--- config.mk ---
export PLATFORM = sky130hd
export DESIGN_NAME = intel_hex_record_loader_top
export DESIGN_NICKNAME = d
export VERILOG_FILES = /design/src/rtl/core/ihex_pkg.sv /design/src/rtl/core/ihex_front.sv /design/src/rtl/core/ihex_queue.sv /design/src/rtl/core/ihex_back.sv /design/src/rtl/core/intel_hex_record_loader_top.sv
export VERILOG_INCLUDE_DIRS = /design/src /design/src/rtl/core
export SDC_FILE = /design/constraint.sdc
export NUM_CORES = 1
export LEC_CHECK = 0
export BUFFER_PORTS_ARGS = -buffer_cell sky130_fd_sc_hd__clkbuf_2
export CAP_MARGIN = 20
export CORE_ASPECT_RATIO = 1.1
export CORE_MARGIN = 10
export CORE_UTILIZATION = 30
export DETAILED_ROUTE_END_ITERATION = 12
export GPL_TIMING_DRIVEN = 0
export PLACE_DENSITY = 0.45
export SYNTH_ARGS = -nofsm -noshare
export SYNTH_HDL_FRONTEND = slang
export SYNTH_SLANG_ARGS = --single-unit
--- constraint.sdc ---
create_clock -name clk -period 8 [get_ports clk]
set_clock_uncertainty 0.2 [all_clocks]
set_input_delay 1.2 -clock clk [delete_from_list [all_inputs] [get_ports clk]]
set_output_delay 1.2 -clock clk [all_outputs]
set_load 0.01 [all_outputs]
--- src/rtl/core/intel_hex_record_loader_top_defines.svh ---
// ----------------------------------------------------------------------------
// Intel HEX record loader assertion macros
// Concurrent assertion shorthands on clk with rst as the disable condition.
// ----------------------------------------------------------------------------
`ifndef INTEL_HEX_RECORD_LOADER_TOP_DEFINES_SVH
`define INTEL_HEX_RECORD_LOADER_TOP_DEFINES_SVH

// same-cycle implication
`define IHEX_ASSERT_IMP(lbl, ante, cons, msg) \
  lbl: assert property (@(posedge clk) disable iff (rst) (ante) |-> (cons)) \
    else $error(msg);

// next-cycle implication
`define IHEX_ASSERT_NXT(lbl, ante, cons, msg) \
  lbl: assert property (@(posedge clk) disable iff (rst) (ante) |=> (cons)) \
    else $error(msg);

`endif

--- src/rtl/core/ihex_pkg.sv ---
// ----------------------------------------------------------------------------
// Intel HEX record loader package
// Shared types, character codes, event codes and the character classifier.
// ----------------------------------------------------------------------------
package ihex_pkg;

  localparam int QUEUE_DEPTH = 2;

  localparam int CFG_INDEX_W = 1;
  localparam int CFG_DATA_W  = 16;
  localparam int OFFSET_W    = 16;
  localparam int BANK_W      = 3;
  localparam int ADDR_W      = BANK_W + OFFSET_W;
  localparam int COUNT_W     = 16;

  localparam logic [CFG_INDEX_W-1:0] CFG_REMAP_THRESHOLD = 1'd0;
  localparam logic [CFG_INDEX_W-1:0] CFG_REMAP_OFFSET    = 1'd1;

  localparam logic [OFFSET_W-1:0] REMAP_THRESHOLD_RST = 16'hA000;
  localparam logic [OFFSET_W-1:0] REMAP_OFFSET_RST    = 16'h7F00;

  localparam logic [15:0]       BANK_LO      = 16'h00FB;
  localparam logic [15:0]       BANK_HI      = 16'h00FE;
  localparam logic [15:0]       BANK_BASE    = 16'h00FA;
  localparam logic [BANK_W-1:0] BANK_DEFAULT = 3'd1;

  localparam logic [7:0] CHAR_ESC     = 8'd27;
  localparam logic [7:0] CHAR_COLON   = 8'h3A;
  localparam logic [7:0] CHAR_NEWLINE = 8'd10;
  localparam logic [7:0] CHAR_0       = 8'h30;
  localparam logic [7:0] CHAR_9       = 8'h39;
  localparam logic [7:0] CHAR_UC_A    = 8'h41;
  localparam logic [7:0] CHAR_UC_F    = 8'h46;
  localparam logic [7:0] CHAR_LC_A    = 8'h61;
  localparam logic [7:0] CHAR_LC_F    = 8'h66;
  localparam logic [7:0] HEX_LETTER_BASE = 8'd10;

  localparam logic [7:0] REC_DATA    = 8'h00;
  localparam logic [7:0] REC_EOF     = 8'h01;
  localparam logic [7:0] REC_EXT_LIN = 8'h04;

  typedef enum logic [2:0] {
    CLS_HEX     = 3'd0,
    CLS_COLON   = 3'd1,
    CLS_NEWLINE = 3'd2,
    CLS_ESC     = 3'd3,
    CLS_OTHER   = 3'd4
  } char_cls_t;

  typedef enum logic [2:0] {
    EV_NONE   = 3'd0,
    EV_BYTE   = 3'd1,
    EV_GOOD   = 3'd2,
    EV_CKSUM  = 3'd3,
    EV_RTYPE  = 3'd4,
    EV_STRAY  = 3'd5,
    EV_NONHEX = 3'd6,
    EV_ENDED  = 3'd7
  } event_t;

  typedef struct packed {
    char_cls_t  cls;
    logic [3:0] nib;
  } q_entry_t;

  typedef struct packed {
    logic full;
    logic empty;
  } q_status_t;

  function automatic q_entry_t classify(input logic [7:0] c);
    q_entry_t e;
    e.cls = CLS_OTHER;
    e.nib = 4'd0;
    if (c inside {[CHAR_0:CHAR_9]}) begin
      e.cls = CLS_HEX;
      e.nib = 4'(c - CHAR_0);
    end else if (c inside {[CHAR_UC_A:CHAR_UC_F]}) begin
      e.cls = CLS_HEX;
      e.nib = 4'(c - CHAR_UC_A + HEX_LETTER_BASE);
    end else if (c inside {[CHAR_LC_A:CHAR_LC_F]}) begin
      e.cls = CLS_HEX;
      e.nib = 4'(c - CHAR_LC_A + HEX_LETTER_BASE);
    end else if (c == CHAR_COLON) begin
      e.cls = CLS_COLON;
    end else if (c == CHAR_NEWLINE) begin
      e.cls = CLS_NEWLINE;
    end else if (c == CHAR_ESC) begin
      e.cls = CLS_ESC;
    end
    return e;
  endfunction

endpackage

--- src/rtl/core/ihex_front.sv ---
// ----------------------------------------------------------------------------
// Intel HEX loader front end
// Accepts received characters, classifies them and pushes them to the queue.
// ----------------------------------------------------------------------------
module ihex_front (
  input  logic                 in_valid,
  output logic                 in_stall,
  input  logic [7:0]           rx_char,
  input  ihex_pkg::q_status_t  q_status,
  output logic                 push,
  output ihex_pkg::q_entry_t   push_entry
);

  assign in_stall   = q_status.full;
  assign push       = in_valid && !q_status.full;
  assign push_entry = ihex_pkg::classify(rx_char);

endmodule

--- src/rtl/core/ihex_queue.sv ---
// ----------------------------------------------------------------------------
// Intel HEX loader item queue
// Short register queue between the front end and the record parser.
// ----------------------------------------------------------------------------
module ihex_queue #(
  parameter int DEPTH = ihex_pkg::QUEUE_DEPTH
) (
  input  logic                clk,
  input  logic                rst,
  input  logic                push,
  input  ihex_pkg::q_entry_t  push_entry,
  input  logic                pop,
  output ihex_pkg::q_entry_t  head,
  output ihex_pkg::q_status_t status
);

  localparam int PTR_W = (DEPTH > 1) ? $clog2(DEPTH) : 1;
  localparam int CNT_W = $clog2(DEPTH + 1);
  localparam logic [PTR_W-1:0] PTR_LAST = PTR_W'(DEPTH - 1);
  localparam logic [CNT_W-1:0] CNT_FULL = CNT_W'(DEPTH);

  ihex_pkg::q_entry_t store [DEPTH];
  logic [PTR_W-1:0] wr_ptr;
  logic [PTR_W-1:0] rd_ptr;
  logic [CNT_W-1:0] level;

  always_ff @(posedge clk) begin
    if (push) begin
      store[wr_ptr] <= push_entry;
    end
  end

  always_ff @(posedge clk) begin
    if (rst) begin
      wr_ptr <= '0;
      rd_ptr <= '0;
      level  <= '0;
    end else begin
      if (push) begin
        wr_ptr <= (wr_ptr == PTR_LAST) ? '0 : wr_ptr + 1'b1;
      end
      if (pop) begin
        rd_ptr <= (rd_ptr == PTR_LAST) ? '0 : rd_ptr + 1'b1;
      end
      if (push && !pop) begin
        level <= level + 1'b1;
      end else if (pop && !push) begin
        level <= level - 1'b1;
      end
    end
  end

  assign head         = store[rd_ptr];
  assign status.full  = (level == CNT_FULL);
  assign status.empty = (level == '0);

endmodule

--- src/rtl/core/ihex_back.sv ---
// ----------------------------------------------------------------------------
// Intel HEX loader record parser
// Pairs digits into bytes, walks the record fields and registers each result.
// ----------------------------------------------------------------------------
module ihex_back (
  input  logic                                    clk,
  input  logic                                    rst,
  input  logic                                    cfg_valid,
  input  logic [ihex_pkg::CFG_INDEX_W-1:0]        cfg_index,
  input  logic [ihex_pkg::CFG_DATA_W-1:0]         cfg_data,
  input  ihex_pkg::q_status_t                     q_status,
  input  ihex_pkg::q_entry_t                      head,
  output logic                                    pop,
  output logic                                    out_valid,
  input  logic                                    out_stall,
  output logic                                    write_valid,
  output logic [ihex_pkg::ADDR_W-1:0]             write_addr,
  output logic [7:0]                              write_data,
  output logic [2:0]                              event_res,
  output logic [ihex_pkg::COUNT_W-1:0]            line_count,
  output logic [ihex_pkg::COUNT_W-1:0]            byte_count,
  output logic [ihex_pkg::COUNT_W-1:0]            good_record_count,
  output logic [ihex_pkg::COUNT_W-1:0]            checksum_error_count,
  output logic [ihex_pkg::COUNT_W-1:0]            rectype_error_count,
  output logic [ihex_pkg::COUNT_W-1:0]            nonhex_count,
  output logic [ihex_pkg::COUNT_W-1:0]            stray_colon_count,
  output logic [ihex_pkg::ADDR_W-1:0]             highest_addr,
  output logic                                    done
);

  typedef enum logic [9:0] {
    PH_IDLE   = 10'b0000000001,
    PH_LEN    = 10'b0000000010,
    PH_OFFH   = 10'b0000000100,
    PH_OFFL   = 10'b0000001000,
    PH_TYPE   = 10'b0000010000,
    PH_DATA   = 10'b0000100000,
    PH_EXTH   = 10'b0001000000,
    PH_EXTL   = 10'b0010000000,
    PH_CHK    = 10'b0100000000,
    PH_EOFCHK = 10'b1000000000
  } phase_t;

  localparam int CW = ihex_pkg::COUNT_W;
  localparam int OW = ihex_pkg::OFFSET_W;
  localparam int BW = ihex_pkg::BANK_W;
  localparam int AW = ihex_pkg::ADDR_W;

  logic [OW-1:0] remap_threshold;
  logic [OW-1:0] remap_offset;

  phase_t        phase, phase_next;
  logic          pending, pending_next;
  logic [3:0]    high_nibble, high_nibble_next;
  logic [7:0]    running_sum, running_sum_next;
  logic [7:0]    bytes_left, bytes_left_next;
  logic [7:0]    offset_high, offset_high_next;
  logic [7:0]    ext_high, ext_high_next;
  logic [BW-1:0] bank, bank_next;
  logic [OW-1:0] load_offset, load_offset_next;
  logic          done_next;

  logic [CW-1:0] line_count_next, byte_count_next, good_record_count_next;
  logic [CW-1:0] checksum_error_count_next, rectype_error_count_next;
  logic [CW-1:0] nonhex_count_next, stray_colon_count_next;
  logic [AW-1:0] highest_addr_next;

  logic              wv_next;
  logic [AW-1:0]     wa_next;
  logic [7:0]        wd_next;
  ihex_pkg::event_t  ev_next;

  logic [7:0]    cur_byte;
  logic [7:0]    sum_new;
  logic [15:0]   ext_val;
  logic [AW-1:0] full_addr;
  logic [OW-1:0] mapped_off;
  logic          rec_ok;

  assign pop = !q_status.empty && (!out_valid || !out_stall);

  assign cur_byte   = {high_nibble, head.nib};
  assign sum_new    = running_sum + cur_byte;
  assign ext_val    = {ext_high, cur_byte};
  assign full_addr  = {bank, load_offset};
  assign mapped_off = (load_offset >= remap_threshold) ? load_offset - remap_offset
                                                       : load_offset;
  assign rec_ok     = (sum_new == 8'd0) && (bytes_left == 8'd0);

  always_comb begin
    phase_next                = phase;
    pending_next              = pending;
    high_nibble_next          = high_nibble;
    running_sum_next          = running_sum;
    bytes_left_next           = bytes_left;
    offset_high_next          = offset_high;
    ext_high_next             = ext_high;
    bank_next                 = bank;
    load_offset_next          = load_offset;
    done_next                 = done;
    line_count_next           = line_count;
    byte_count_next           = byte_count;
    good_record_count_next    = good_record_count;
    checksum_error_count_next = checksum_error_count;
    rectype_error_count_next  = rectype_error_count;
    nonhex_count_next         = nonhex_count;
    stray_colon_count_next    = stray_colon_count;
    highest_addr_next         = highest_addr;
    wv_next                   = 1'b0;
    wa_next                   = '0;
    wd_next                   = 8'd0;
    ev_next                   = ihex_pkg::EV_NONE;

    if (pop && !done) begin
      if (head.cls == ihex_pkg::CLS_ESC) begin
        done_next = 1'b1;
        ev_next   = ihex_pkg::EV_ENDED;
      end else if (phase == PH_IDLE) begin
        if (head.cls == ihex_pkg::CLS_COLON) begin
          line_count_next  = line_count + 1'b1;
          running_sum_next = 8'd0;
          pending_next     = 1'b0;
          phase_next       = PH_LEN;
        end else if (head.cls == ihex_pkg::CLS_OTHER) begin
          nonhex_count_next = nonhex_count + 1'b1;
          ev_next           = ihex_pkg::EV_NONHEX;
        end
      end else if (head.cls == ihex_pkg::CLS_COLON) begin
        stray_colon_count_next = stray_colon_count + 1'b1;
        running_sum_next       = 8'd0;
        pending_next           = 1'b0;
        phase_next             = PH_LEN;
        ev_next                = ihex_pkg::EV_STRAY;
      end else if (head.cls == ihex_pkg::CLS_NEWLINE) begin
        checksum_error_count_next = checksum_error_count + 1'b1;
        pending_next              = 1'b0;
        phase_next                = PH_IDLE;
        ev_next                   = ihex_pkg::EV_CKSUM;
      end else if (head.cls != ihex_pkg::CLS_HEX) begin
        nonhex_count_next = nonhex_count + 1'b1;
        ev_next           = ihex_pkg::EV_NONHEX;
      end else if (!pending) begin
        high_nibble_next = head.nib;
        pending_next     = 1'b1;
      end else begin
        pending_next     = 1'b0;
        running_sum_next = sum_new;
        case (phase)
          PH_LEN: begin
            bytes_left_next = cur_byte;
            phase_next      = PH_OFFH;
          end
          PH_OFFH: begin
            offset_high_next = cur_byte;
            phase_next       = PH_OFFL;
          end
          PH_OFFL: begin
            load_offset_next = {offset_high, cur_byte};
            phase_next       = PH_TYPE;
          end
          PH_TYPE: begin
            if (cur_byte == ihex_pkg::REC_DATA) begin
              phase_next = (bytes_left == 8'd0) ? PH_CHK : PH_DATA;
            end else if (cur_byte == ihex_pkg::REC_EOF) begin
              phase_next = PH_EOFCHK;
            end else if (cur_byte == ihex_pkg::REC_EXT_LIN) begin
              phase_next = PH_EXTH;
            end else begin
              rectype_error_count_next = rectype_error_count + 1'b1;
              phase_next               = PH_IDLE;
              ev_next                  = ihex_pkg::EV_RTYPE;
            end
          end
          PH_DATA: begin
            if (full_addr > highest_addr) begin
              highest_addr_next = full_addr;
            end
            wv_next          = 1'b1;
            wa_next          = {bank, mapped_off};
            wd_next          = cur_byte;
            ev_next          = ihex_pkg::EV_BYTE;
            byte_count_next  = byte_count + 1'b1;
            load_offset_next = load_offset + 1'b1;
            bytes_left_next  = bytes_left - 8'd1;
            if (bytes_left == 8'd1) begin
              phase_next = PH_CHK;
            end
          end
          PH_EXTH: begin
            ext_high_next   = cur_byte;
            bytes_left_next = bytes_left - 8'd1;
            phase_next      = PH_EXTL;
          end
          PH_EXTL: begin
            bytes_left_next = bytes_left - 8'd1;
            if (ext_val >= ihex_pkg::BANK_LO && ext_val <= ihex_pkg::BANK_HI) begin
              bank_next = BW'(ext_val - ihex_pkg::BANK_BASE);
            end else begin
              bank_next = ihex_pkg::BANK_DEFAULT;
            end
            load_offset_next = '0;
            phase_next       = PH_CHK;
          end
          PH_CHK: begin
            if (rec_ok) begin
              good_record_count_next = good_record_count + 1'b1;
              ev_next                = ihex_pkg::EV_GOOD;
            end else begin
              checksum_error_count_next = checksum_error_count + 1'b1;
              ev_next                   = ihex_pkg::EV_CKSUM;
            end
            phase_next = PH_IDLE;
          end
          PH_EOFCHK: begin
            if (rec_ok) begin
              good_record_count_next = good_record_count + 1'b1;
            end else begin
              checksum_error_count_next = checksum_error_count + 1'b1;
            end
            phase_next = PH_IDLE;
            done_next  = 1'b1;
            ev_next    = ihex_pkg::EV_ENDED;
          end
          default: begin
            phase_next = PH_IDLE;
          end
        endcase
      end
    end
  end

  always_ff @(posedge clk) begin
    if (rst) begin
      remap_threshold <= ihex_pkg::REMAP_THRESHOLD_RST;
      remap_offset    <= ihex_pkg::REMAP_OFFSET_RST;
    end else if (cfg_valid) begin
      if (cfg_index == ihex_pkg::CFG_REMAP_THRESHOLD) begin
        remap_threshold <= cfg_data;
      end else if (cfg_index == ihex_pkg::CFG_REMAP_OFFSET) begin
        remap_offset <= cfg_data;
      end
    end
  end

  always_ff @(posedge clk) begin
    if (rst) begin
      phase                <= PH_IDLE;
      pending              <= 1'b0;
      high_nibble          <= 4'd0;
      running_sum          <= 8'd0;
      bytes_left           <= 8'd0;
      offset_high          <= 8'd0;
      ext_high             <= 8'd0;
      bank                 <= '0;
      load_offset          <= '0;
      done                 <= 1'b0;
      line_count           <= '0;
      byte_count           <= '0;
      good_record_count    <= '0;
      checksum_error_count <= '0;
      rectype_error_count  <= '0;
      nonhex_count         <= '0;
      stray_colon_count    <= '0;
      highest_addr         <= '0;
      out_valid            <= 1'b0;
    end else begin
      phase                <= phase_next;
      pending              <= pending_next;
      high_nibble          <= high_nibble_next;
      running_sum          <= running_sum_next;
      bytes_left           <= bytes_left_next;
      offset_high          <= offset_high_next;
      ext_high             <= ext_high_next;
      bank                 <= bank_next;
      load_offset          <= load_offset_next;
      done                 <= done_next;
      line_count           <= line_count_next;
      byte_count           <= byte_count_next;
      good_record_count    <= good_record_count_next;
      checksum_error_count <= checksum_error_count_next;
      rectype_error_count  <= rectype_error_count_next;
      nonhex_count         <= nonhex_count_next;
      stray_colon_count    <= stray_colon_count_next;
      highest_addr         <= highest_addr_next;
      if (pop) begin
        out_valid <= 1'b1;
      end else if (!out_stall) begin
        out_valid <= 1'b0;
      end
    end
  end

  always_ff @(posedge clk) begin
    if (pop) begin
      write_valid <= wv_next;
      write_addr  <= wa_next;
      write_data  <= wd_next;
      event_res   <= ev_next;
    end
  end

endmodule

--- src/rtl/core/intel_hex_record_loader_top.sv ---
// ----------------------------------------------------------------------------
// Intel HEX record loader top level
// An accepted character is queued, then its result is registered on its pop;
// one character a cycle sustained while out_stall is low, set by the parser.
// Reset (rst, synchronous) clears parser state and counters, empties the queue
// and returns the remap registers to their default values.
// ----------------------------------------------------------------------------
`include "intel_hex_record_loader_top_defines.svh"

module intel_hex_record_loader_top #(
  parameter int QUEUE_DEPTH = ihex_pkg::QUEUE_DEPTH
) (
  input  logic                                 clk,
  input  logic                                 rst,
  input  logic                                 in_valid,
  output logic                                 in_stall,
  input  logic [7:0]                           rx_char,
  output logic                                 out_valid,
  input  logic                                 out_stall,
  output logic                                 write_valid,
  output logic [ihex_pkg::ADDR_W-1:0]          write_addr,
  output logic [7:0]                           write_data,
  output logic [2:0]                           event_res,
  output logic [ihex_pkg::COUNT_W-1:0]         line_count,
  output logic [ihex_pkg::COUNT_W-1:0]         byte_count,
  output logic [ihex_pkg::COUNT_W-1:0]         good_record_count,
  output logic [ihex_pkg::COUNT_W-1:0]         checksum_error_count,
  output logic [ihex_pkg::COUNT_W-1:0]         rectype_error_count,
  output logic [ihex_pkg::COUNT_W-1:0]         nonhex_count,
  output logic [ihex_pkg::COUNT_W-1:0]         stray_colon_count,
  output logic [ihex_pkg::ADDR_W-1:0]          highest_addr,
  input  logic                                 cfg_valid,
  output logic                                 cfg_ready,
  input  logic [ihex_pkg::CFG_INDEX_W-1:0]     cfg_index,
  input  logic [ihex_pkg::CFG_DATA_W-1:0]      cfg_data
);

  ihex_pkg::q_status_t q_status;
  ihex_pkg::q_entry_t  q_push_entry;
  ihex_pkg::q_entry_t  q_head;
  logic                q_push;
  logic                q_pop;
  logic                parse_done;

  assign cfg_ready = 1'b1;

  ihex_front u_front (
    .in_valid   (in_valid),
    .in_stall   (in_stall),
    .rx_char    (rx_char),
    .q_status   (q_status),
    .push       (q_push),
    .push_entry (q_push_entry)
  );

  ihex_queue #(
    .DEPTH (QUEUE_DEPTH)
  ) u_queue (
    .clk        (clk),
    .rst        (rst),
    .push       (q_push),
    .push_entry (q_push_entry),
    .pop        (q_pop),
    .head       (q_head),
    .status     (q_status)
  );

  ihex_back u_back (
    .clk                  (clk),
    .rst                  (rst),
    .cfg_valid            (cfg_valid),
    .cfg_index            (cfg_index),
    .cfg_data             (cfg_data),
    .q_status             (q_status),
    .head                 (q_head),
    .pop                  (q_pop),
    .out_valid            (out_valid),
    .out_stall            (out_stall),
    .write_valid          (write_valid),
    .write_addr           (write_addr),
    .write_data           (write_data),
    .event_res            (event_res),
    .line_count           (line_count),
    .byte_count           (byte_count),
    .good_record_count    (good_record_count),
    .checksum_error_count (checksum_error_count),
    .rectype_error_count  (rectype_error_count),
    .nonhex_count         (nonhex_count),
    .stray_colon_count    (stray_colon_count),
    .highest_addr         (highest_addr),
    .done                 (parse_done)
  );

  `IHEX_ASSERT_IMP(a_pop_not_empty, q_pop, !q_status.empty, "pop from empty queue")
  `IHEX_ASSERT_IMP(a_push_not_full, q_push, !q_status.full, "push into full queue")
  `IHEX_ASSERT_IMP(a_write_is_byte, out_valid && write_valid, event_res == ihex_pkg::EV_BYTE, "write without byte event")
  `IHEX_ASSERT_NXT(a_done_sticky, parse_done, parse_done, "parse end flag cleared")

endmodule
==> Yosys cells after proc, flatten, opt, wreduce, memory -nomap -nowiden <==
Memories as Yosys holds them, arrays and structs flattened. A register that Yosys moved wholly into a read port is not among the register bits.
Cells that the tools add are included.
Widths: inputs -> output; s select.
{ "word_totals": {"wordCells": 241, "n_memories": 1, "inputBits": 30, "ramBits": 14, "output_inout_bits": 165, "reg_bits": 266} }
{ "classes": {"n_mux": 77, "addsub": 21, "eq_ne": 35, "n_bitwise": 12, "order_cmp": 10, "n_reduce_logical": 57} }
{ "memory_table": {"columns": ["memory", "depth", "width", "rd", "rd_ports_with_merged_regs", "wr", "line", "rtl"], "rows": [
  ["u_queue.store", 2, 7, 1, 1, 1, "ihex_queue.sv:22", "ihex_pkg::q_entry_t store [DEPTH];"]
]} }
{ "op_table": {"columns": ["cell", "n"], "rows": [
  ["$mux 16", 12],
  ["$add 16x1->16 const B", 8],
  ["$mux 10", 9],
  ["$pmux 10 s7", 1],
  ["$reduce_and 8->1", 7],
  ["$mux 3", 16],
  ["$mux 8", 6],
  ["$pmux 16 s3", 1],
  ["$logic_not 8->1", 3],
  ["$mux 1", 23],
  ["$mux 7", 3],
  ["$gt 19x19->1", 1],
  ["$ne 2x1->1 const B", 9],
  ["$reduce_and 6->1", 3],
  ["$reduce_and 9->1", 2],
  ["$eq 8x1->1 const B", 2],
  ["$ge 16x16->1", 1],
  ["$ge 16x8->1 const B", 1],
  ["$ge 8x7->1 const B", 2],
  ["$le 16x8->1 const B", 1],
  ["$le 8x7->1 const B", 2],
  ["$pmux 8 s2", 1],
  ["$reduce_bool 2->1", 8],
  ["$sub 16x16->16", 1],
  ["49 further kinds", 89]
]} }

==> Depth between registers and ports, before layout <==
{ "logic_depth": {"depth_word": 11, "ltp_mapped": 15, "ltp_nobuf": 12} }

==> Modules after synthesis <==
A second synthesis with hierarchy kept.
{ "hier_totals": {"cells_unflattened": 1688, "area_unflattened_um2": 14482.6} }
{ "by_module_without_submodules": {"columns": ["mod", "area_each_um2", "cells_per_inst", "n_inst", "seq_area_each_um2"], "rows": [
  ["ihex_back", 13479.2, 1605, 1, 5555.3],
  ["ihex_queue", 711.9, 44, 1, 520.5],
  ["ihex_front", 280.3, 37, 1, 0.0],
  ["intel_hex_record_loader_top", 11.3, 2, 1, 0.0]
]} }

==> Least setup slack after synthesis <==
Ideal clock, no wire load.
{ "synth_timing": {"path_kind": "register to register", "startpoint": "reg with a tool-made name", "endpoint": "reg u_back.good_record_count[8] (netlist bit)", "setup_ns": 0.070, "path_stages_with_launch": 16, "t_arrival_ns": 4.279, "n_path_buf": 3, "t_required_ns": 7.730, "setup_slack_ns": 3.451, "period_less_slack_ns": 4.549, "cell_sequence": "dfxtp_1 buf_6 mux2i_1 inv_1 ha_1 fa_1 a211oi_1 nor4_1 a2111oi_4 nand2_2 or4_4 buf_6 or3_4 buf_6 or3_1 a21oi_1"} }
{ "synth_rtl": {"columns": ["element", "line", "rtl"], "rows": [
  ["end signal, assigned", "ihex_back.sv:279", "good_record_count <= good_record_count_next;"],
  ["end, declared", "ihex_back.sv:22", "output logic [ihex_pkg::COUNT_W-1:0] good_record_count,"]
]} }

==> results by stage <==
Outcome:
- The flow ran to the end, and the final reports show no timing, DRC or antenna violations.

Logic synthesis:
- The largest area contributor in the netlist is sky130_fd_sc_hd__dfxtp_1.
- The Yosys step of the flow raised 0 warnings.
- By count the netlist is led by 236 x sky130_fd_sc_hd__dfxtp_1, 228 x sky130_fd_sc_hd__nor2_1, 163 x sky130_fd_sc_hd__nand2_1, 127 x sky130_fd_sc_hd__a21oi_1, 89 x sky130_fd_sc_hd__o21ai_0.
- The fraction of registers with async set or reset after synthesis is 0.
- The post-synthesis cell type count is 81.
- Yosys attributes the largest share of cell area to sky130_fd_sc_hd__dfxtp_1 33%, sky130_fd_sc_hd__edfxtp_1 9.4%, sky130_fd_sc_hd__ha_1 6.4%, sky130_fd_sc_hd__nor2_1 6.0%, sky130_fd_sc_hd__a21oi_1 4.4%.
- The leading cell type by number of instances after synthesis is sky130_fd_sc_hd__dfxtp_1.
- The synthesized area per cell is 8.58 um2.
- The synthesized netlist occupies a cell area of 14,400 um2.
- The fraction of synthesized cell area taken by the top area cell type is 0.329.
- When the netlist entered floorplanning its net count stood at 1,778.
- The number of flops mapped to enable cells by yosys is 45.
- The synthesized design contains 281 register bits.
- Synthesis handed over a netlist of 1,673 instances.
- The primary flip-flop cell chosen by synthesis mapping is sky130_fd_sc_hd__dfxtp_1.
- The fraction of the yosys area taken by sequential cells is 0.423.

Drt:
- The first routing iteration left 768 violations.
- The post-detailed-routing wire length is 45.7 mm.
- The final route contains 12,700 vias.
- The number of iterations in the first detailed-routing pass is 5.
- The remaining antenna violation count after routing is 0.
- The routed length per instance is 17.7 um.
- In the routed design, unresolved DRC markers number 0.
- After detailed routing, the number of vias per cell comes to 4.93.

GRT:
- The number of antenna violations at the first check in global routing is 0.
- The via count of the first global-routing pass came to 12,400.
- The largest net degree at the start of global routing is 35.
- Summed over all layers, the global routing overflow is 0.
- The total global-route track usage is 0.156.
- The first global-routing pass estimated 71.3 mm of wire.

Die:
- The initial utilization of the core area, before any placement, comes to 0.302.
- The die outline height is 249 um.
- The die span in x is 229 um.
- The total number of placement rows is 84.
- 195 I/O pins were placed.
- The area of the core region is 47,600 um2.
- The area of the die is 57,000 um2.

Worst setup path:
- Counting buffers and inverters, the worst setup path is 14 cells deep.
- The kind of cell with the highest combined delay along the critical path is compound AO/OA/AOI/OAI gates.
- The worst register-to-register path ends at u_back.checksum_error_count[14]$_SDFFE_PP0P_.
- The most critical setup path has its endpoint at u_back.checksum_error_count[14]$_SDFFE_PP0P_.
- Measured in cells, the most critical reg-to-reg path has a length of 14.
- In this run the worst path has a maximum fanout of 10.
- The highest cell delay on the worst timing path is 860 ps.
- The critical path endpoint category is a flop.
- The element type at the critical path start is a flop.
- Data arrives at the worst endpoint at 5820 ps.
- Traced cell by cell, the critical path runs through buf_6 > mux2i_1 > buf_4 > inv_1 > ha_1 > fa_1 > a211oi_1 > nor4_1 > a2111oi_4 > nand2_2 > o31ai_1 > a21oi_1 > nand3_1 > mux2_2.
- For flop-to-flop paths, the worst setup slack is 2420 ps.
- The worst setup path category is reg -> reg.
- Among all stages on the critical path, the largest delay is contributed by sky130_fd_sc_hd__o31ai_1.
- The combined buffer and inverter count along the critical path is 3.
- For the worst setup path, the data required time is 8240 ps.

STA:
- Dividing the final minimum period by the clock period gives 0.698.
- Setup repair after global routing left no endpoint under its margin.
- The transition time at the pin with the least slew margin is 1010 ps.
- The smallest clock period supported by the final layout is computed as 5580 ps.
- The final setup violation count is 0.
- The worst pin sits at a relative slew slack of 0.306.
- Summed over all failing endpoints, the final setup total negative slack is 0 ps.
- The final hold violation count is 0.
- Based on the critical path, the design can be clocked at up to 179 MHz.
- The final worst hold slack is 255 ps.
- The number of pins with negative max-slew slack in the final report is 0.

Job:
- The tool flagged a number of max-cap violations equal to 0.

Power and ir drop:
- The total power divided by cell area is 214 nW/um2.
- The share of total power dissipated in the clock network is 0.425.
- The internal power is 2.66 mW.
- The largest vdd supply drop is 0.000154 V.
- The share of total power dissipated in combinational logic is 0.145.
- The portion of total power attributed to sequential cells is 0.431.
- Of the total power, the share spent switching nets is 0.282.
- Summed over all cells, the static leakage comes to 6.90 nW.
- In this run the power spent charging and discharging nets is 1.05 mW.

Clock network:
- CTS built an H-tree with a depth of 2.
- The number of setup buffers added after CTS is 0.
- The TritonCTS clock tree is yes.
- The number of buffers added by the clock tree synthesis step is 35.
- Counting along the longest clock path gives a buffer depth of 3.
- Clock tree synthesis found a total of 281 sinks.
- The CTS clock-pin slew for the worst setup and hold paths is 60 ps.
- The root buffer cell is sky130_fd_sc_hd__clkbuf_16.
- In this run, post-CTS hold repair placed 0 buffers.
- The worst-skew pair later-pin latency is 550 ps.
- The number of gates given a new drive strength after cts is 0.

Final layout:
- In the final layout, the registers with the most flip-flops are u_back.highest_addr: 19 flops, u_back.write_addr: 19 flops.
- The antenna diode instance count is 0.
- Once layout is complete, the cells apart from fillers number 2,577.
- The number of filler cells placed in the layout is 5,015.
- The fraction of final layout cells sized beyond drive strength 1 is 0.147.
- The number of nets in the finished design is 2,012.
- The growth of design area from synthesis to finish is 20.4%.

Placement:
- The count of buffers added on input and output ports is 193.
- The total placed cells including tap cells is 2,514.
- The routability congestion estimate is 0.882.
- The placed wire-length estimate after detailed placement is 34.2 mm.

Worst hold path:
- The worst min-delay path category is reg -> reg.
==> worst reg2reg max path, cell delays in order, from the launching register on <==
cell and delay (ps):
sky130_fd_sc_hd__dfxtp_1 380, sky130_fd_sc_hd__buf_6 180, sky130_fd_sc_hd__mux2i_1 730, sky130_fd_sc_hd__buf_4 290
sky130_fd_sc_hd__inv_1 140, sky130_fd_sc_hd__ha_1 270, sky130_fd_sc_hd__fa_1 440, sky130_fd_sc_hd__a211oi_1 430
sky130_fd_sc_hd__nor4_1 150, sky130_fd_sc_hd__a2111oi_4 350, sky130_fd_sc_hd__nand2_2 120, sky130_fd_sc_hd__o31ai_1 860
sky130_fd_sc_hd__a21oi_1 410, sky130_fd_sc_hd__nand3_1 200, sky130_fd_sc_hd__mux2_2 340
==> power groups by stage <==
stage	clock network [mW]	logic [mW]	registers, mW
after floorplan	0	0.289	1.65
after global placement	0	0.534	1.63
after detailed placement	0	0.546	1.63
after CTS	1.63	0.549	1.60
after global routing	1.68	0.600	1.60
final	1.57	0.537	1.60
==> layer usage <==
metal  track usage  routed length [um]  part of all wire  up-vias
li1              -                   -                 -     6356
met1         0.191               20300              0.44     6006
met2         0.269               22000              0.48      280
met3        0.0339                2410             0.053       60
met4        0.0433                 983             0.022        0
met5             0                   0                 0        -
==> how the worst min path moves through the flow <==
stage	from	endpoint	slack [ps]	cells past startpoint
2_1_floorplan	u_back.remap_offset[2]$_SDFFE_PP0P_	u_back.remap_offset[2]$_SDFFE_PP0P_	240	2
3_3_place_gp	u_back.remap_threshold[9]$_SDFFE_PP0P_	u_back.remap_threshold[9]$_SDFFE_PP0P_	250	2
4_1_cts	u_back.remap_offset[7]$_SDFFE_PP0P_	u_back.remap_offset[7]$_SDFFE_PP0P_	260	2
5_1_grt	u_back.remap_offset[7]$_SDFFE_PP0P_	u_back.remap_offset[7]$_SDFFE_PP0P_	270	2
3_5_place_dp	u_back.remap_offset[7]$_SDFFE_PP0P_	u_back.remap_offset[7]$_SDFFE_PP0P_	250	2
6_report	u_back.remap_offset[7]$_SDFFE_PP0P_	u_back.remap_offset[7]$_SDFFE_PP0P_	260	2
==> cell families (layout without fill, tap and decap cells) <==
kind of cell | count (synthesis) | after routing | synth area share
buffers and inverters | 153 | 412 | 0.0420
AOI/OAI and AO/OA | 331 | 331 | 0.140
and+or+nand+nor | 686 | 686 | 0.234
xor gates and xnor gates | 89 | 89 | 0.0543
other | 1 | 1 | 0.000261
DFF | 281 | 281 | 0.423
muxes | 57 | 57 | 0.0402
adders and majority gates | 75 | 75 | 0.0664
==> layout by cell type, fill, tap and decap left out, types with 9 or more instances in the layout <==
| master | n |
|---|---|
| sky130_fd_sc_hd__dfxtp_1 | 236 |
| sky130_fd_sc_hd__nor2_1 | 228 |
| sky130_fd_sc_hd__clkbuf_2 | 193 |
| sky130_fd_sc_hd__nand2_1 | 163 |
| sky130_fd_sc_hd__a21oi_1 | 127 |
| sky130_fd_sc_hd__o21ai_0 | 89 |
| sky130_fd_sc_hd__inv_1 | 80 |
| sky130_fd_sc_hd__clkbuf_1 | 77 |
| sky130_fd_sc_hd__ha_1 | 73 |
| sky130_fd_sc_hd__xor2_1 | 59 |
| sky130_fd_sc_hd__mux2i_1 | 52 |
| sky130_fd_sc_hd__edfxtp_1 | 45 |
| sky130_fd_sc_hd__nand3_1 | 44 |
| sky130_fd_sc_hd__or3_1 | 42 |
| sky130_fd_sc_hd__nand4_1 | 39 |
| sky130_fd_sc_hd__clkbuf_16 | 36 |
| sky130_fd_sc_hd__nor3_1 | 33 |
| sky130_fd_sc_hd__xnor2_1 | 30 |
| sky130_fd_sc_hd__and3_1 | 26 |
| sky130_fd_sc_hd__a211oi_1 | 24 |
| sky130_fd_sc_hd__nor2b_1 | 14 |
| sky130_fd_sc_hd__nand3b_1 | 14 |
| sky130_fd_sc_hd__and2_1 | 14 |
| sky130_fd_sc_hd__a21o_1 | 13 |
| sky130_fd_sc_hd__a22oi_1 | 13 |
| sky130_fd_sc_hd__nor3b_1 | 11 |
| sky130_fd_sc_hd__nor4_1 | 10 |
| sky130_fd_sc_hd__nand2b_1 | 9 |
==> stage by stage <==
step / instance area [um2] / power [mW] / setup WS (ps) / util
after CTS: 17300 / 3.78 / 2470 / 0.363
final: 17300 / 3.71 / 2420 / 0.363
after global routing: 17300 / 3.88 / 2020 / 0.363
after detailed placement: 16200 / 2.18 / 2470 / 0.339
after global placement: 16100 / 2.16 / 1970 / 0.339
after floorplan: 14400 / 1.94 / 3450 / -
==> area by class of cell <==
type                       count  area, um2  share of cell area
timing repair buffer         197       1000              0.0579
multi-input combinational   1239       7680               0.444
buffer                        72        299              0.0173
inverter                      81        304              0.0176
clock buffer                  54       1020              0.0589
clock inverter                 8        108             0.00622
tap                          645        807              0.0467
sequential                   281       6080               0.351
Power figures use the tool's default switching activity.
